File: config.mk
export PLATFORM = sky130hd
export DESIGN_NAME = i2c_transfer_sequencer_flat
export DESIGN_NICKNAME = d
export VERILOG_FILES = /design/src/rtl/i2cts_pkg.sv /design/src/rtl/i2cts_in_if.sv /design/src/rtl/i2cts_out_if.sv /design/src/rtl/i2cts_step.sv /design/src/rtl/i2c_transfer_sequencer.sv /design/src/flat_wrapper.sv
export SDC_FILE = /design/constraint.sdc
export NUM_CORES = 1
export LEC_CHECK = 0
export ABC_AREA = 1
export CORE_MARGIN = 2
export CORE_UTILIZATION = 38
export DETAILED_ROUTE_END_ITERATION = 8
export DONT_BUFFER_PORTS = 1
export SYNTH_ARGS = -nofsm -noshare
export SYNTH_HDL_FRONTEND = slang
export SYNTH_SLANG_ARGS = --single-unit
File: constraint.sdc
create_clock -name i_clk -period 2.7 [get_ports i_clk]
set_input_delay 0.135 -clock i_clk [delete_from_list [all_inputs] [get_ports i_clk]]
set_output_delay 0.135 -clock i_clk [all_outputs]
set_load 0.02 [all_outputs]
File: src/rtl/i2cts_pkg.sv
`timescale 1ns / 1ps
// ----------------------------------------------------------------------------
// I2C transfer sequencer package
// Action, command and phase codes, length limit, and the types shared by the
// sequencer's modules.
// ----------------------------------------------------------------------------
package i2cts_pkg;

    localparam int unsigned LEN_W    = 8;
    localparam int unsigned ADDR_W   = 7;
    localparam int unsigned BYTE_W   = 8;
    localparam int unsigned ACT_W    = 3;
    localparam int unsigned CMD_W    = 4;
    localparam int unsigned PHASE_W  = 2;

    localparam logic [LEN_W-1:0] MAX_LEN = 8'd255;

    // Input actions.
    localparam logic [ACT_W-1:0] ACT_START_WRITE = 3'd0;
    localparam logic [ACT_W-1:0] ACT_START_READ  = 3'd1;
    localparam logic [ACT_W-1:0] ACT_START_WTR   = 3'd2;
    localparam logic [ACT_W-1:0] ACT_BYTE_DONE   = 3'd3;
    localparam logic [ACT_W-1:0] ACT_TIMEOUT     = 3'd4;

    // Controller commands.
    localparam logic [CMD_W-1:0] CMD_NONE                = 4'd0;
    localparam logic [CMD_W-1:0] CMD_SINGLE_SEND         = 4'd1;
    localparam logic [CMD_W-1:0] CMD_BURST_SEND_START    = 4'd2;
    localparam logic [CMD_W-1:0] CMD_BURST_SEND_CONT     = 4'd3;
    localparam logic [CMD_W-1:0] CMD_BURST_SEND_FINISH   = 4'd4;
    localparam logic [CMD_W-1:0] CMD_SINGLE_RECEIVE      = 4'd5;
    localparam logic [CMD_W-1:0] CMD_BURST_RECEIVE_START = 4'd6;
    localparam logic [CMD_W-1:0] CMD_BURST_RECEIVE_CONT  = 4'd7;
    localparam logic [CMD_W-1:0] CMD_BURST_RECEIVE_FINISH = 4'd8;

    // Transfer phases.
    localparam logic [PHASE_W-1:0] PH_IDLE = 2'd0;
    localparam logic [PHASE_W-1:0] PH_SEND = 2'd1;
    localparam logic [PHASE_W-1:0] PH_RECV = 2'd2;
    localparam logic [PHASE_W-1:0] PH_TOUT = 2'd3;

    typedef struct packed {
        logic [ACT_W-1:0]  action;
        logic [ADDR_W-1:0] slave_addr;
        logic [LEN_W-1:0]  send_len;
        logic [LEN_W-1:0]  recv_len;
        logic [BYTE_W-1:0] send_byte;
        logic [BYTE_W-1:0] bus_rx_byte;
    } t_item;

    typedef struct packed {
        logic [CMD_W-1:0]  command;
        logic              reset_controller;
        logic [ADDR_W-1:0] addr_out;
        logic              read_dir;
        logic              tx_valid;
        logic [BYTE_W-1:0] tx_data;
        logic              rx_valid;
        logic [BYTE_W-1:0] rx_data;
        logic              complete;
        logic              timed_out;
        logic              rejected;
    } t_result;

    typedef struct packed {
        logic [PHASE_W-1:0] phase;
        logic [LEN_W-1:0]   bytes_left;
        logic               read_pending;
        logic [LEN_W-1:0]   pending_read_len;
        logic [ADDR_W-1:0]  target_addr;
    } t_state;

    function automatic logic [LEN_W-1:0] clamp_len(input logic [LEN_W-1:0] len);
        clamp_len = (len > MAX_LEN) ? MAX_LEN : len;
    endfunction

endpackage

File: src/rtl/i2cts_in_if.sv
`timescale 1ns / 1ps
// ----------------------------------------------------------------------------
// I2C transfer sequencer event channel
// Valid/ready channel carrying one event word into the sequencer.
// ----------------------------------------------------------------------------
interface i2cts_in_if;
    logic                            valid;
    logic                            ready;
    logic [i2cts_pkg::ACT_W-1:0]     action;
    logic [i2cts_pkg::ADDR_W-1:0]    slave_addr;
    logic [i2cts_pkg::LEN_W-1:0]     send_len;
    logic [i2cts_pkg::LEN_W-1:0]     recv_len;
    logic [i2cts_pkg::BYTE_W-1:0]    send_byte;
    logic [i2cts_pkg::BYTE_W-1:0]    bus_rx_byte;

    modport source (output valid, action, slave_addr, send_len, recv_len, send_byte,
                    bus_rx_byte, input ready);
    modport sink   (input valid, action, slave_addr, send_len, recv_len, send_byte,
                    bus_rx_byte, output ready);
endinterface

File: src/rtl/i2cts_out_if.sv
`timescale 1ns / 1ps
// ----------------------------------------------------------------------------
// I2C transfer sequencer result channel
// Valid/ready channel carrying one result word out of the sequencer.
// ----------------------------------------------------------------------------
interface i2cts_out_if;
    logic                            valid;
    logic                            ready;
    logic [i2cts_pkg::CMD_W-1:0]     command;
    logic                            reset_controller;
    logic [i2cts_pkg::ADDR_W-1:0]    addr_out;
    logic                            read_dir;
    logic                            tx_valid;
    logic [i2cts_pkg::BYTE_W-1:0]    tx_data;
    logic                            rx_valid;
    logic [i2cts_pkg::BYTE_W-1:0]    rx_data;
    logic                            complete;
    logic                            timed_out;
    logic                            rejected;

    modport source (output valid, command, reset_controller, addr_out, read_dir, tx_valid,
                    tx_data, rx_valid, rx_data, complete, timed_out, rejected,
                    input ready);
    modport sink   (input valid, command, reset_controller, addr_out, read_dir, tx_valid,
                    tx_data, rx_valid, rx_data, complete, timed_out, rejected,
                    output ready);
endinterface

File: src/rtl/i2cts_step.sv
`timescale 1ns / 1ps
// ----------------------------------------------------------------------------
// I2C transfer sequencer step logic
// Works out the next transfer state and the result word for one event.
// ----------------------------------------------------------------------------
module i2cts_step (
    input  i2cts_pkg::t_state  i_state,
    input  i2cts_pkg::t_item   i_item,
    output i2cts_pkg::t_state  o_state,
    output i2cts_pkg::t_result o_result,
    output logic               o_has_result
);

    logic                              busy;
    logic [i2cts_pkg::LEN_W-1:0]       slen;
    logic [i2cts_pkg::LEN_W-1:0]       rlen;
    logic [i2cts_pkg::LEN_W-1:0]       bl_dec;
    logic                              do_write;
    logic                              do_read;
    logic [i2cts_pkg::LEN_W-1:0]       rd_len;
    logic [i2cts_pkg::ADDR_W-1:0]      rd_addr;
    i2cts_pkg::t_state                 st;
    i2cts_pkg::t_result                res;
    logic                              has_res;

    assign busy   = (i_state.phase == i2cts_pkg::PH_SEND) ||
                    (i_state.phase == i2cts_pkg::PH_RECV);
    assign slen   = i2cts_pkg::clamp_len(i_item.send_len);
    assign rlen   = i2cts_pkg::clamp_len(i_item.recv_len);
    assign bl_dec = i_state.bytes_left - 1'b1;

    always_comb begin
        st       = i_state;
        res      = '0;
        has_res  = 1'b0;
        do_write = 1'b0;
        do_read  = 1'b0;
        rd_len   = rlen;
        rd_addr  = i_item.slave_addr;

        case (i_item.action)
            i2cts_pkg::ACT_START_WRITE, i2cts_pkg::ACT_START_READ,
            i2cts_pkg::ACT_START_WTR: begin
                has_res = 1'b1;
                if (busy) begin
                    res.rejected = 1'b1;
                end else if (i_item.action == i2cts_pkg::ACT_START_WRITE) begin
                    st.read_pending = 1'b0;
                    if (slen == '0) begin
                        res.complete = 1'b1;
                    end else begin
                        do_write = 1'b1;
                    end
                end else if (i_item.action == i2cts_pkg::ACT_START_READ || slen == '0) begin
                    // A write-then-read with nothing to write is a plain read.
                    st.read_pending = 1'b0;
                    do_read         = 1'b1;
                end else begin
                    st.read_pending     = 1'b1;
                    st.pending_read_len = rlen;
                    do_write            = 1'b1;
                end
            end
            i2cts_pkg::ACT_BYTE_DONE: begin
                if (i_state.phase == i2cts_pkg::PH_SEND) begin
                    has_res = 1'b1;
                    if (i_state.bytes_left == '0) begin
                        st.phase = i2cts_pkg::PH_IDLE;
                        if (i_state.read_pending) begin
                            st.read_pending = 1'b0;
                            do_read         = 1'b1;
                            rd_len          = i_state.pending_read_len;
                            rd_addr         = i_state.target_addr;
                        end else begin
                            res.complete = 1'b1;
                        end
                    end else begin
                        st.bytes_left = bl_dec;
                        res.tx_valid  = 1'b1;
                        res.tx_data   = i_item.send_byte;
                        res.command   = (bl_dec != '0) ? i2cts_pkg::CMD_BURST_SEND_CONT
                                                       : i2cts_pkg::CMD_BURST_SEND_FINISH;
                    end
                end else if (i_state.phase == i2cts_pkg::PH_RECV) begin
                    has_res      = 1'b1;
                    res.rx_valid = 1'b1;
                    res.rx_data  = i_item.bus_rx_byte;
                    if (i_state.bytes_left <= 1) begin
                        st.bytes_left = '0;
                        st.phase      = i2cts_pkg::PH_IDLE;
                        res.complete  = 1'b1;
                    end else begin
                        st.bytes_left = bl_dec;
                        res.command   = (bl_dec > 1) ? i2cts_pkg::CMD_BURST_RECEIVE_CONT
                                                     : i2cts_pkg::CMD_BURST_RECEIVE_FINISH;
                    end
                end
            end
            i2cts_pkg::ACT_TIMEOUT: begin
                st.read_pending = 1'b0;
                st.phase        = i2cts_pkg::PH_TOUT;
                if (busy) begin
                    has_res       = 1'b1;
                    st.bytes_left = '0;
                    res.complete  = 1'b1;
                    res.timed_out = 1'b1;
                end
            end
            default: begin
            end
        endcase

        if (do_write) begin
            res.reset_controller = (i_state.phase == i2cts_pkg::PH_TOUT);
            st.target_addr       = i_item.slave_addr;
            st.bytes_left        = slen - 1'b1;
            st.phase             = i2cts_pkg::PH_SEND;
            res.command          = (slen == 1) ? i2cts_pkg::CMD_SINGLE_SEND
                                               : i2cts_pkg::CMD_BURST_SEND_START;
            res.addr_out         = i_item.slave_addr;
            res.read_dir         = 1'b0;
            res.tx_valid         = 1'b1;
            res.tx_data          = i_item.send_byte;
        end

        if (do_read) begin
            if (rd_len == '0) begin
                res.complete = 1'b1;
            end else begin
                // The phase seen here is the one left by the write, if any.
                res.reset_controller = (st.phase == i2cts_pkg::PH_TOUT);
                st.target_addr       = rd_addr;
                st.bytes_left        = rd_len;
                st.phase             = i2cts_pkg::PH_RECV;
                res.command          = (rd_len == 1) ? i2cts_pkg::CMD_SINGLE_RECEIVE
                                                     : i2cts_pkg::CMD_BURST_RECEIVE_START;
                res.addr_out         = rd_addr;
                res.read_dir         = 1'b1;
            end
        end
    end

    assign o_state      = st;
    assign o_result     = res;
    assign o_has_result = has_res;

endmodule

File: src/rtl/i2c_transfer_sequencer.sv
`timescale 1ns / 1ps
// ----------------------------------------------------------------------------
// I2C transfer sequencer
// Turns start, byte-done and timeout events into I2C master byte commands.
// ----------------------------------------------------------------------------
// Usage: events enter on i_evt (start write, start read, start write-then-read,
// byte done, timeout) and results leave on o_res, both valid/ready channels.
// An accepted event word is held in an input register; once it can advance,
// the step logic updates the transfer state and, if the event produces a
// result, loads it into the output register, which drives o_res. One event
// can be taken every cycle while the receiver does not stall.
// Events that produce no result (byte done or timeout while not busy, unused
// codes) only update the state and never occupy the output register.
// When the receiver stalls, the output register holds its word and the input
// register holds the next event; i_evt.ready falls only while both are full
// and that event has a result to deliver.
// Reset (i_rst_n low, synchronous) empties both registers and returns the
// transfer state to idle with all counts cleared.
// ----------------------------------------------------------------------------
module i2c_transfer_sequencer (
    input  logic         i_clk,
    input  logic         i_rst_n,
    i2cts_in_if.sink     i_evt,
    i2cts_out_if.source  o_res
);

    logic                r_in_valid;
    i2cts_pkg::t_item    r_in;
    i2cts_pkg::t_state   r_state;
    i2cts_pkg::t_state   n_state;
    logic                r_out_valid;
    i2cts_pkg::t_result  r_out;
    i2cts_pkg::t_result  n_out;
    logic                has_res;
    logic                advance;
    logic                in_take;

    i2cts_step u_step (
        .i_state      (r_state),
        .i_item       (r_in),
        .o_state      (n_state),
        .o_result     (n_out),
        .o_has_result (has_res)
    );

    assign advance = r_in_valid && (!has_res || !r_out_valid || o_res.ready);
    assign i_evt.ready = !r_in_valid || advance;
    assign in_take = i_evt.valid && i_evt.ready;

    always_ff @(posedge i_clk) begin
        if (!i_rst_n) begin
            r_in_valid  <= 1'b0;
            r_out_valid <= 1'b0;
            r_state     <= '{phase: i2cts_pkg::PH_IDLE, default: '0};
        end else begin
            if (in_take) begin
                r_in_valid <= 1'b1;
            end else if (advance) begin
                r_in_valid <= 1'b0;
            end
            if (advance) begin
                r_state <= n_state;
            end
            if (advance && has_res) begin
                r_out_valid <= 1'b1;
            end else if (o_res.ready) begin
                r_out_valid <= 1'b0;
            end
        end
    end

    always_ff @(posedge i_clk) begin
        if (in_take) begin
            r_in.action      <= i_evt.action;
            r_in.slave_addr  <= i_evt.slave_addr;
            r_in.send_len    <= i_evt.send_len;
            r_in.recv_len    <= i_evt.recv_len;
            r_in.send_byte   <= i_evt.send_byte;
            r_in.bus_rx_byte <= i_evt.bus_rx_byte;
        end
        if (advance && has_res) begin
            r_out <= n_out;
        end
    end

    assign o_res.valid            = r_out_valid;
    assign o_res.command          = r_out.command;
    assign o_res.reset_controller = r_out.reset_controller;
    assign o_res.addr_out         = r_out.addr_out;
    assign o_res.read_dir         = r_out.read_dir;
    assign o_res.tx_valid         = r_out.tx_valid;
    assign o_res.tx_data          = r_out.tx_data;
    assign o_res.rx_valid         = r_out.rx_valid;
    assign o_res.rx_data          = r_out.rx_data;
    assign o_res.complete         = r_out.complete;
    assign o_res.timed_out        = r_out.timed_out;
    assign o_res.rejected         = r_out.rejected;

endmodule
File: src/flat_wrapper.sv
// flat-port wrapper written by rule: the top's interface ports become plain ports
module i2c_transfer_sequencer_flat 
  (i_clk, i_rst_n, i_evt_valid, i_evt_action, i_evt_slave_addr, i_evt_send_len, i_evt_recv_len, i_evt_send_byte, i_evt_bus_rx_byte, i_evt_ready, o_res_valid, o_res_command, o_res_reset_controller, o_res_addr_out, o_res_read_dir, o_res_tx_valid, o_res_tx_data, o_res_rx_valid, o_res_rx_data, o_res_complete, o_res_timed_out, o_res_rejected, o_res_ready);
  i2cts_in_if i_evt_i ();
  i2cts_out_if o_res_i ();
  input  logic i_clk;
  input  logic i_rst_n;
  input wire logic [$bits(i_evt_i.valid)-1:0] i_evt_valid;
  input wire logic [$bits(i_evt_i.action)-1:0] i_evt_action;
  input wire logic [$bits(i_evt_i.slave_addr)-1:0] i_evt_slave_addr;
  input wire logic [$bits(i_evt_i.send_len)-1:0] i_evt_send_len;
  input wire logic [$bits(i_evt_i.recv_len)-1:0] i_evt_recv_len;
  input wire logic [$bits(i_evt_i.send_byte)-1:0] i_evt_send_byte;
  input wire logic [$bits(i_evt_i.bus_rx_byte)-1:0] i_evt_bus_rx_byte;
  output wire logic [$bits(i_evt_i.ready)-1:0] i_evt_ready;
  output wire logic [$bits(o_res_i.valid)-1:0] o_res_valid;
  output wire logic [$bits(o_res_i.command)-1:0] o_res_command;
  output wire logic [$bits(o_res_i.reset_controller)-1:0] o_res_reset_controller;
  output wire logic [$bits(o_res_i.addr_out)-1:0] o_res_addr_out;
  output wire logic [$bits(o_res_i.read_dir)-1:0] o_res_read_dir;
  output wire logic [$bits(o_res_i.tx_valid)-1:0] o_res_tx_valid;
  output wire logic [$bits(o_res_i.tx_data)-1:0] o_res_tx_data;
  output wire logic [$bits(o_res_i.rx_valid)-1:0] o_res_rx_valid;
  output wire logic [$bits(o_res_i.rx_data)-1:0] o_res_rx_data;
  output wire logic [$bits(o_res_i.complete)-1:0] o_res_complete;
  output wire logic [$bits(o_res_i.timed_out)-1:0] o_res_timed_out;
  output wire logic [$bits(o_res_i.rejected)-1:0] o_res_rejected;
  input wire logic [$bits(o_res_i.ready)-1:0] o_res_ready;
  assign i_evt_i.valid = i_evt_valid;
  assign i_evt_i.action = i_evt_action;
  assign i_evt_i.slave_addr = i_evt_slave_addr;
  assign i_evt_i.send_len = i_evt_send_len;
  assign i_evt_i.recv_len = i_evt_recv_len;
  assign i_evt_i.send_byte = i_evt_send_byte;
  assign i_evt_i.bus_rx_byte = i_evt_bus_rx_byte;
  assign i_evt_ready = i_evt_i.ready;
  assign o_res_valid = o_res_i.valid;
  assign o_res_command = o_res_i.command;
  assign o_res_reset_controller = o_res_i.reset_controller;
  assign o_res_addr_out = o_res_i.addr_out;
  assign o_res_read_dir = o_res_i.read_dir;
  assign o_res_tx_valid = o_res_i.tx_valid;
  assign o_res_tx_data = o_res_i.tx_data;
  assign o_res_rx_valid = o_res_i.rx_valid;
  assign o_res_rx_data = o_res_i.rx_data;
  assign o_res_complete = o_res_i.complete;
  assign o_res_timed_out = o_res_i.timed_out;
  assign o_res_rejected = o_res_i.rejected;
  assign o_res_i.ready = o_res_ready;
  i2c_transfer_sequencer u_core (.i_clk(i_clk), .i_rst_n(i_rst_n), .i_evt(i_evt_i), .o_res(o_res_i));
endmodule
Yosys cells after proc, flatten, opt, wreduce, memory -nomap -nowiden
Index checks and enable logic that the tools add are counted.

storage, ports and cells
  bits in registers = 104
  input port bits = 46
  output and inout bits = 36
  logic and storage cells = 151

operators by class
  $add $sub $neg = 2
  magnitude comparators = 4
  equal/unequal tests = 13
  mux-type cells = 79
  bitwise operators = 5
  reduce and logical (&&, ||, !) cells = 24

operator list
  operator                                                         count
  two-way mux 8 bit                                                11
  two-way mux 10 bit                                               6
  two-way mux 7 bit                                                7
  two-way mux 9 bit                                                4
  two-way mux 1 bit                                                30
  two-way mux 13 bit                                               2
  zero test 8 bit                                                  3
  two-way mux 22 bit                                               1
  two-way mux 4 bit                                                5
  case mux 10 bit (2 select lines)                                 1
  two-way mux 18 bit                                               1
  == test 8 x 1 -> 1 bit (second input constant)                   2
  > comparator 8 bit (second input constant)                       2
  subtractor 8 x 1 -> 8 bit (second input constant)                2
  two-way mux 2 bit                                                5
  AND reduction 5 bit                                              2
  case mux 1 bit (3 select lines)                                  3
  > comparator 8 x 1 -> 1 bit (second input constant)              1
  less-or-equal comparator 8 x 1 -> 1 bit (second input constant)  1
  nonzero test 8 bit                                               1
  == test 2 bit (second input constant)                            3
  == test 3 x 2 -> 1 bit (second input constant)                   2
  two-way mux 3 bit                                                2
  inequality test 2 bit (second input constant)                    3
  13 further kinds                                                 27

Longest topological paths before layout
  word-level depth = 12
  gate-level depth with buffers = 16
  depth with buffers taken out = 15

Modules after synthesis
From an unflattened synthesis, not the netlist that was laid out.

second synthesis, totals
  cells, all modules = 703
  area total of the unflattened synthesis = 5728.0 µm²

by module, submodules not included
  module                  times used  cells an instance  area an instance (µm²)  seq. area each (µm²)
  i2c_transfer_sequencer  1           261                3559.7                  2842.7
  i2cts_step              1           442                2168.3                  0.0

Worst setup path before layout
OpenSTA, ideal clock, no wires.

  path type = register to register
  start = register u_core.r_state[24] in the netlist's numbering
  end = register u_core.r_in[0] in the netlist's numbering (enable)
  setup time = 396 ps
  data arrival time = 2085 ps
  required time = 2304 ps
  path slack = 218 ps
  stages on the path, launching flop included = 9
  path buffers = 0
  clock period less this slack = 2482 ps
  cells stage by stage = dfxtp_1 inv_1 ha_1 nand2_1 nand2_1 inv_1 nand3_1 nand2_1 inv_1

between the ends
  word-level cells in the longest chain between the ends = 10
  elaborated cells on any way between the ends = 13
  classes of those cells = eq/ne: 2; mux: 4; reduce/logical: 7

ends and longest elaborated chain
  item                                                     line                                 source
  start, declared                                          i2c_transfer_sequencer.sv:29         i2cts_pkg::t_state r_state;
  start signal, assigned                                   i2c_transfer_sequencer.sv:62         r_state <= n_state;
  == test 2 bit or == test 2 x 1 -> 1 bit (tied branches)  --
  two-way mux 1 bit or logical OR 1 bit (tied branches)    i2cts_step.sv:84, i2cts_step.sv:26
  two-way mux 1 bit, on equally long branches              i2cts_step.sv:65, i2cts_step.sv:102
  case mux 1 bit (3 select lines) (*)                      i2cts_step.sv:41                     case (i_item.action)
  zero test 1 bit (*)                                      i2c_transfer_sequencer.sv:46         assign advance = r_in_valid && (!has_res || !r_out_valid || o_res.ready);
  logical OR 1 bit (*) (2 in series)                       i2c_transfer_sequencer.sv:46
  logical AND 1 bit (*)                                    i2c_transfer_sequencer.sv:46
  logical OR 1 bit (*)                                     i2c_transfer_sequencer.sv:47         assign i_evt.ready = !r_in_valid || advance;
  net i_evt_ready                                          flat_wrapper.sv:15                   output wire logic [$bits(i_evt_i.ready)-1:0] i_evt_ready;
  logical AND 1 bit (*)                                    i2c_transfer_sequencer.sv:48         assign in_take = i_evt.valid && i_evt.ready;
  net u_core.in_take                                       i2c_transfer_sequencer.sv:36         logic in_take;
  end, declared                                            i2c_transfer_sequencer.sv:28         i2cts_pkg::t_item r_in;

The timed path passes the listed nets; every way through them passes the cells marked *.
A chain may end at the register's enable or synchronous reset.

Final worst setup path
  start = register u_core.r_state[16] in the netlist's numbering
  end = register u_core.r_state[22] in the netlist's numbering

between the ends
  word-level cells in the longest chain between the ends = 8
  elaborated cells on any way between the ends = 18
  classes of those cells = add/sub: 1; order compare: 1; mux: 14; reduce/logical: 2

ends and longest elaborated chain
  item                                                                                  line                                source
  subtractor 8 x 1 -> 8 bit or less-or-equal comparator 8 x 1 -> 1 bit (tied branches)  i2cts_step.sv:30, i2cts_step.sv:88
  two-way mux 8 bit                                                                     i2cts_step.sv:88                    if (i_state.bytes_left <= 1) begin
  two-way mux 10 bit                                                                    i2cts_step.sv:84                    end else if (i_state.phase == i2cts_pkg::PH_RECV) begin
  two-way mux 10 bit                                                                    i2cts_step.sv:65                    if (i_state.phase == i2cts_pkg::PH_SEND) begin
  case mux 10 bit (2 select lines)                                                      i2cts_step.sv:41
  two-way mux 10 bit                                                                    i2cts_step.sv:113                   if (do_write) begin
  two-way mux 10 bit                                                                    i2cts_step.sv:127                   if (rd_len == '0) begin
  two-way mux 10 bit (*)                                                                i2cts_step.sv:126                   if (do_read) begin

Mark *: on every way between the ends. The rest lies on a longest branch, timed or not.

==> flow_metrics.env <==
export IMPL_status="complete, no violations"
export IMPL_place_congestion=0.920
export IMPL_p_leak_nw=2.69
export IMPL_worstSetupStartpointType="flop"
export IMPL_clk_latency_ns=0.36
export IMPL_wirelength_um=12300
export IMPL_grt_pass1_wl_um=19600
export IMPL_grt_total_usage_pct=17.1
export IMPL_ys_ff_latch=104
export IMPL_firstDrtPassIters=4
export IMPL_clock_skew_ns=0.0108
export IMPL_dp_final_hpwl_um=8680
export IMPL_clock_fmax_ghz=0.398
export IMPL_routedWlPerCell_um=14.7
export IMPL_port_buffers=0
export IMPL_hold_violations=0
export IMPL_die_height_um=122
export IMPL_clock_sinks=104
export IMPL_diodes=0
export IMPL_ctsLongestPathBuffers=2
export IMPL_drc=0
export IMPL_nets=705
export IMPL_initial_core_util_pct=38.6
export IMPL_via_per_inst=4.89
export IMPL_grt_pass1_vias=3932
export IMPL_finalMaxSlewViolations=0
export IMPL_final_fill_count=1309
export IMPL_yosysUniqueCellTypes=40
export IMPL_critPathArrivalTime_ns=2.73
export IMPL_critPathRequiredTime_ns=2.92
export IMPL_grt_max_degree=28
export IMPL_hold_path_class="input port to flop"
export IMPL_die_w_um=122
export IMPL_root_buffer="clkbuf_16"
export IMPL_power_density_nw_per_um2=585
export IMPL_syn_nets=648
export IMPL_tritoncts="built"
export IMPL_fp_dieArea_um2=14900
export IMPL_core_um2=13700
export IMPL_drt_iter0_drc=274
export IMPL_antenna_found_initial=0
export IMPL_ir_drop_uv=473
export IMPL_io_pins=82
export IMPL_synth_seq_area_share_pct=53.7
export IMPL_drive_gt1_share_pct=11.9
export IMPL_fin_crit_sh_pct=93.1
export IMPL_crit_path_end_kind="flop"
export IMPL_maxCapViolations=0
export IMPL_cp_max_fo=16
export IMPL_hold_ws_ns=0.257
export IMPL_tightest_slew_ns=0.637
export IMPL_max_slew_margin_rel_pct=57.5
export IMPL_finalSetupViolCount=0
export IMPL_ant_nets=0
export IMPL_cts_reportedPaths_clkPinSlew_ns=0.08
export IMPL_syn_area_per_cell_um2=8.94
export IMPL_ys_warnings_count=0
export IMPL_final_core_util_pct=46.1
export IMPL_numCtsBuffers=9
export IMPL_synthCells=592
export IMPL_min_period_ns=2.51
export IMPL_grt_overflow=0
export IMPL_h_tree_depth=3
export IMPL_syn_cell_area_um2=5290
export IMPL_crit_type="flop to flop"
export IMPL_area_growth_pct=19.5
export IMPL_vias=4076
export IMPL_placementRows=43
export IMPL_rsz0062_at_grt="no"
routing by layer:
layer	share of wire, %	global-route usage, %	vias up
li1	-	-	2052
met1	47	22.8	1924
met2	48	27.4	87
met3	3.7	4.49	13
met4	1.6	5.32	0
met5	0	0	-
final timing paths:
kind	cells after the start	start	to	slack (ns)
setup / recovery	15	u_core.r_state[16]$_SDFFE_PN0P_	u_core.r_state[22]$_SDFFE_PN0P_	0.19
hold / removal	2	i_rst_n	u_core.r_state[23]$_SDFFE_PN0P_	0.26
setup reg to reg	15	u_core.r_state[16]$_SDFFE_PN0P_	u_core.r_state[22]$_SDFFE_PN0P_	0.19
hold reg to reg	2	u_core.r_state[7]$_SDFFE_PN0P_	u_core.r_state[7]$_SDFFE_PN0P_	0.46
final cells by class:
type	count	area, um^2	area share (%)
Timing Repair Buffer	60	588	9.29
Clock inverter	7	83.8	1.32
Tap cell	180	225	3.56
Clock buffer	9	225	3.56
Multi-Input combinational cell	380	2010	31.7
Sequential cell	104	2850	45.0
Inverter	94	353	5.58
through the flow:
stage | power [mW] | cell area, um^2 | setup TNS (ns) | instances | setup slack (ns)
2_1_floorplan | 2.22 | 5290 | 0 | 592 | 0.218
3_3_place_gp | 2.32 | 5500 | 0 | 768 | 0.00939
3_5_place_dp | 2.33 | 5500 | -0.0509 | 768 | -0.0281
4_1_cts | 3.71 | 6260 | 0 | 829 | 0.0327
5_1_grt | 3.86 | 6330 | 0 | 834 | 0.00934
6_report | 3.70 | 6330 | 0 | 834 | 0.187
synthesized netlist by cell type (all sizes together):
library cell	count	area share [%]
buf	5	1.0
o2111ai	1	0.17
o21ai	33	3.2
nand3	54	6.1
or2	2	0.24
mux2	7	1.5
xnor2	3	0.50
o221ai	1	0.17
nand4	10	1.2
dfxtp	28	11
a21oi	37	4.1
xor2	4	0.66
clkbuf	10	1.2
edfxtp	76	43
nand2	131	10
nor2	80	6.4
ha	10	2.4
inv	94	6.7
nor3	1	0.094
o211a	1	0.19
o211ai	2	0.28
a21boi	1	0.14
a31oi	1	0.12
kinds of logic (layout without fill, tap and decap cells):
logic type | Yosys count | after routing | synth area share, %
and+or+nand+nor | 278 | 279 | 24.0
xor gates and xnor gates | 7 | 7 | 1.16
buffers and inverters | 109 | 170 | 8.86
DFF | 104 | 104 | 53.7
muxes | 7 | 7 | 1.49
AOI/OAI and AO/OA | 77 | 77 | 8.39
adders and majority gates | 10 | 10 | 2.36
where the power goes:
part | switching (mW) | internal, mW | total [mW]
registers | 0.0694 | 1.80 | 1.87
logic | 0.321 | 0.194 | 0.515
clock network | 0.654 | 0.666 | 1.32
total | 1.04 | 2.66 | 3.70
critical path, cell delays in order (launching register included):
cell     delay, ns
dfxtp_2       0.36
inv_1         0.19
ha_2          0.30
nand2_2       0.14
nor2_4        0.23
buf_12        0.14
nand2_8       0.09
nand2_1       0.11
nand2_1       0.06
nand2_1       0.10
nor2_4        0.05
nand2_4       0.12
nand2_8       0.10
buf_4         0.22
nand3_2       0.09
a21oi_2       0.05
cells in the final DEF, fill, tap and decap left out, types with 3 or more instances in the layout:
master	count
dfxtp_1	26
nor2_2	4
edfxtp_1	76
o21ai_1	3
nand2_2	4
xnor2_1	3
xor2_1	4
dlygate4sd3_1	45
a21oi_1	28
inv_8	3
nand3_1	44
nand4_1	10
nand3_2	10
o21ai_0	29
mux2_2	7
inv_1	92
clkbuf_16	9
nor2_1	74
ha_1	9
a21oi_2	9
nand2_1	124
buf_4	13
what timing repair did:
item,CTS,global route
setup endpoints to repair,2,17
pin swaps,0,1
endpoints found under the hold margin,59,0
setup buffers,0,4
gates cloned,0,1
hold buffers,45,0
resized for setup,1,5
flip-flops by register name, indices dropped and copies added (netlist names):
name,cells
u_core.o_res.addr_out,7
u_core.o_res.command,4
u_core.o_res.complete,1
u_core.o_res.read_dir,1
u_core.o_res.rejected,1
u_core.o_res.reset_controller,1
u_core.o_res.rx_data,8
u_core.o_res.rx_valid,1
u_core.o_res.timed_out,1
u_core.o_res.tx_data,8
u_core.o_res.tx_valid,1
u_core.o_res.valid,1
u_core.r_in,42
u_core.r_in_valid,1
u_core.r_state,26
Note: power is estimated with default switching activity, not from simulation.
